## config.mk

```make
export PLATFORM = sky130hd
export DESIGN_NAME = flg_lfo
export DESIGN_NICKNAME = d
export VERILOG_FILES = /design/src/design/flg_pkg.sv /design/src/design/flg_lfo.sv
export SDC_FILE = /design/constraint.sdc
export NUM_CORES = 1
export LEC_CHECK = 0
export ABC_AREA = 1
export ABC_CLOCK_PERIOD_IN_PS = 5100
export BUFFER_PORTS_ARGS = -buffer_cell sky130_fd_sc_hd__buf_2
export CAP_MARGIN = 25
export CORE_ASPECT_RATIO = 0.75
export CORE_UTILIZATION = 47
export DETAILED_ROUTE_END_ITERATION = 8
export PLACE_DENSITY = 0.75
export SYNTH_ARGS = -nofsm -noshare
export SYNTH_HDL_FRONTEND = slang
export SYNTH_SLANG_ARGS = --single-unit
```

## constraint.sdc

```tcl
create_clock -name aclk -period 5.1 [get_ports aclk]
set_input_delay 0.51 -clock aclk [delete_from_list [all_inputs] [get_ports aclk]]
set_output_delay 0.51 -clock aclk [all_outputs]
set_load 0.02 [all_outputs]
```

## src/design/flg_pkg.sv

```systemverilog
`timescale 1ns / 1ps
// ----------------------------------------------------------------------------
// flg_pkg: shared types and constants for the triangle LFO flanger
// Register indexes, reset values, field widths and the sequencer states.
// ----------------------------------------------------------------------------
package flg_pkg;

    localparam int DEFAULT_DELAY_DEPTH = 16384;
    localparam int DEFAULT_SAMPLE_BITS = 16;

    localparam int HP_W    = 18;
    localparam int STEP_W  = 18;
    localparam int BASE_W  = 13;
    localparam int GAIN_W  = 16;
    localparam int PHASE_W = 19;
    localparam int CFG_IDX_W  = 3;
    localparam int CFG_DATA_W = 19;

    localparam int FRAC_BITS = 16;
    localparam int DELAY_W   = 37;

    localparam logic [HP_W-1:0]    HALF_PERIOD_RST = HP_W'(120000);
    localparam logic [STEP_W-1:0]  DELAY_STEP_RST  = STEP_W'(26214);
    localparam logic [BASE_W-1:0]  BASE_DELAY_RST  = '0;
    localparam logic [GAIN_W-1:0]  DRY_GAIN_RST    = GAIN_W'(32768);
    localparam logic [PHASE_W-1:0] START_PHASE_RST = '0;

    localparam logic [FRAC_BITS:0] ONE_Q16 = (FRAC_BITS+1)'(65536);

    typedef enum logic [CFG_IDX_W-1:0] {
        REG_HALF_PERIOD = 3'd0,
        REG_DELAY_STEP  = 3'd1,
        REG_BASE_DELAY  = 3'd2,
        REG_DRY_GAIN    = 3'd3,
        REG_START_PHASE = 3'd4
    } flg_reg_t;

    typedef enum logic [2:0] {
        ST_CLEAR,
        ST_IDLE,
        ST_PROD,
        ST_ADDR,
        ST_RD0,
        ST_RD1,
        ST_MAC1,
        ST_SUM
    } flg_state_t;

    typedef struct packed {
        logic               load;
        logic               advance;
        logic [PHASE_W-1:0] load_phase;
    } flg_lfo_ctrl_t;

endpackage

```

## src/design/flg_lfo.sv

```systemverilog
`timescale 1ns / 1ps
// ----------------------------------------------------------------------------
// flg_lfo: triangle LFO phase counter
// Holds the phase, derives the triangle value and wraps at twice half_period.
// ----------------------------------------------------------------------------
module flg_lfo
    import flg_pkg::*;
(
    input  logic                aclk,
    input  logic                aresetn,
    input  logic [HP_W-1:0]     half_period,
    input  flg_lfo_ctrl_t       ctrl,
    output logic [HP_W-1:0]     tri_val
);

    logic [PHASE_W-1:0] phase_reg, phase_next;
    logic [PHASE_W-1:0] period;
    logic [PHASE_W:0]   phase_inc;
    logic [PHASE_W-1:0] fall;

    assign period    = {half_period, 1'b0};
    assign phase_inc = {1'b0, phase_reg} + (PHASE_W+1)'(1);
    assign fall      = period - phase_reg;

    always_comb begin
        if (half_period == '0 || phase_reg >= period) begin
            tri_val = '0;
        end else if (phase_reg <= {1'b0, half_period}) begin
            tri_val = phase_reg[HP_W-1:0];
        end else begin
            tri_val = fall[HP_W-1:0];
        end
    end

    always_comb begin
        phase_next = phase_reg;
        if (ctrl.load) begin
            phase_next = ctrl.load_phase;
        end else if (ctrl.advance) begin
            if (half_period == '0 || phase_inc >= {1'b0, period}) begin
                phase_next = '0;
            end else begin
                phase_next = phase_inc[PHASE_W-1:0];
            end
        end
    end

    always_ff @(posedge aclk) begin
        if (!aresetn) begin
            phase_reg <= START_PHASE_RST;
        end else begin
            phase_reg <= phase_next;
        end
    end

endmodule

```

==> results.md <==
- Pwr dens: 171 nW/um2
- FF-to-FF Start: phase_reg[0]$_SDFFE_PN0P_
- CTS Hold Bufs: 0
- Hold Path Class: in2reg
- Max_slew headroom: 0.353
- Type of origin of the critical path: primary input
- Crit Path Class: in2out
- Post-CTS setup buffer count: 0
- Drc violations: 0
- Yosys reg bits: 19
- Ys async rst share: 0
- Syn_nets: 781
- Clk_skew: 2.03 ps
- Final nets: 831
- Top Ports: 59
- PortBufs: 58
- Lkg Pwr: 0.00242 uW
- Post-route ant nets: 0
- Hold depth: 3
- Number of buffers created by CTS: 3
- Die Footprint: 9140 um2
- DRT Wirelength: 12.6 mm
- Data required time of the worst path: 4590 ps
- Non-filler cells, final: 824
- Die X: 110 um
- Total grt overflow: 0
- Cells after Synth: 667
- CTS tree: built
- Wire per inst: 15.2 um
- Root cell of the clock tree: clkbuf_16
- Util after Layout: 0.530
- Filler cell count: 918
- DPL Wire Length: 10.6 mm
- H-tree levels: 1
- Mean cell area of the mapped netlist: 6.17 um2
- R2R Path End: phase_reg[2]$_SDFFE_PN0P_
- Post-synth cell types: 44
- Initial antenna violation count: 0
- RSZ-0062 raised after global routing: false
- First-pass GRT wire length: 19.7 mm
- Final Cycle Share: 0.685
- Largest net degree at the start of global routing: 32
- Yosys warns: 0
- 1st-pass router iterations: 6
- Seq/Total Area, Yosys: 0.0924
- Maximum fanout along the worst path: 31
- Cell area after synthesis: 4120 um2
- Iter 0 DRT Violations: 432
- Vias in the first global route: 3,967
- Via-per-instance ratio: 5.54
- Initial Utilization: 0.485
- Clock latency on the worst-skew pair: 250 ps
- CTS sink cnt: 19
- Post_cts resized: 0
- Endpoints failing setup: 0
- Routed vias: 4,562
- Row count: 29
- Worst slack, placed: 1660 ps
- Post-synth EDFFs: 0
- Total Routing Usage GR: 0.273
- Clock tree buffer depth: 2
- Most used DFF post-synth: dfxtp_1
- Hold Crit Start: ctrl[4]
- Max FFs per register: 19
- Fraction of layout cells with a size suffix above 1: 0.141
- Post-Place Cells: 820
- Die Span Y: 83.1 um
- Arr. time, crit path: 2980 ps
- Max_cap viols: 0
- RePlAce Congestion: 0.976
- Hold path endpoint: phase_reg[4]$_SDFFE_PN0P_
- Worst slew pin tran: 968 ps
- Min cycle time layout: 3490 ps
- PnR worst setup slack: 1610 ps
- Core Area: 8490 um2
- Clock Pin Slew Worst Setup and Hold Paths: 50 ps
- Fmax: 0.286 GHz
- Ant diodes: 0
- Register-to-Register Path Depth: 16
- Peak supply drop: 0.142 mV
- Setup TNS: 0 ps
- R2R setup slack: 1950 ps
- Max Slew Vio Count: 0
- P&R area growth vs syn: 9.27%
- Critical path endpoint category: output pin
- Final Hold Viols: 0
- Status: completed
-- final cells by class --
cell class | count | area, um2 | area share
Timing Repair Buffer | 59 | 298 | 0.0662
Inverter | 91 | 342 | 0.0759
Multi-Input combinational cell | 543 | 3270 | 0.726
Tap cell | 108 | 135 | 0.0300
Sequential cell | 19 | 380 | 0.0845
Clock buffer | 4 | 78.8 | 0.0175
-- report_power, final --
group | internal (uW) | leakage [uW] | switching, uW | total, uW
sequential | 158 | 0.000157 | 22.3 | 181
combinational | 151 | 0.00222 | 276 | 427
clock | 106 | 0.0000382 | 55.7 | 162
total | 415 | 0.00242 | 354 | 769
-- logic make-up (layout without fill, tap and decap cells) --
logic type,after synthesis,after routing,synth area share
simple gates,336,336,0.365
compound gates,118,118,0.171
buf+inv,105,154,0.115
fa+ha+maj,73,73,0.224
flops,19,19,0.0924
xor+xnor,16,16,0.0340
-- cells in the final DEF, fill, tap and decap left out, drive strengths merged, types with 2 or more instances in the layout --
cell,n
nand3b,3
nor2,101
o21a,2
xor2,15
nand4,12
or2,2
ha,72
dfxtp,19
o21bai,2
a22oi,19
a21oi,61
clkbuf,4
buf,59
nor3,7
a21o,2
nand2,160
inv,90
nand3,46
o21ai,28
nor4,2
-- worst max-delay path, stage by stage --
cell	delay, ps
buf_2	110
inv_1	110
ha_1	300
nand2_1	60
nor2_1	130
nor3b_2	250
nand4_1	240
nand2_1	790
o21ai_0	170
nor2_1	120
buf_2	170
-- synth_stat cells (2+ instances only) --
library cell	number	area, um2
nand2_1	155	582
nor2_1	94	353
inv_1	89	334
ha_1	72	901
a21oi_1	51	255
nand3_1	33	165
o21ai_0	22	110
a22oi_1	19	143
dfxtp_1	19	380
xor2_1	15	131
nand3_2	13	130
nand4_1	12	75.1
a21oi_2	10	87.6
nor3_1	7	35.0
nor2_2	6	37.5
o21ai_1	6	30.0
nand2_2	5	31.3
buf_2	3	15.0
clkbuf_1	3	11.3
nand3b_1	3	22.5
a21o_1	2	15.0
buf_12	2	40.0
nor4_1	2	12.5
o21a_1	2	15.0
o21bai_1	2	15.0
or2_2	2	12.5
-- how the worst max path moves through the flow --
stage / startpoint / endpoint / depth (start not counted)
floorplan: half_period[3] / tri_val[1] / 12
global placement: half_period[11] / tri_val[2] / 12
detailed placement: half_period[16] / tri_val[1] / 12
CTS: half_period[16] / tri_val[1] / 12
global route: half_period[17] / tri_val[15] / 14
finish: half_period[13] / tri_val[2] / 11
-- metal layers --
metal,share of wire,vias up,track usage
met5,0,-,0
met4,0.0017,0,0.0145
met3,0.092,6,0.0432
met2,0.41,186,0.393
met1,0.49,2074,0.436
li1,-,2296,-
-- metrics by stage --
stage | hold slack (ps) | total power (uW) | cell area (um2)
2_1_floorplan | 605 | 487 | 4120
3_3_place_gp | 659 | 596 | 4420
3_5_place_dp | 671 | 603 | 4420
4_1_cts | 573 | 767 | 4500
5_1_grt | 583 | 831 | 4500
6_report | 569 | 769 | 4500
Power figures use the tool's default switching activity.
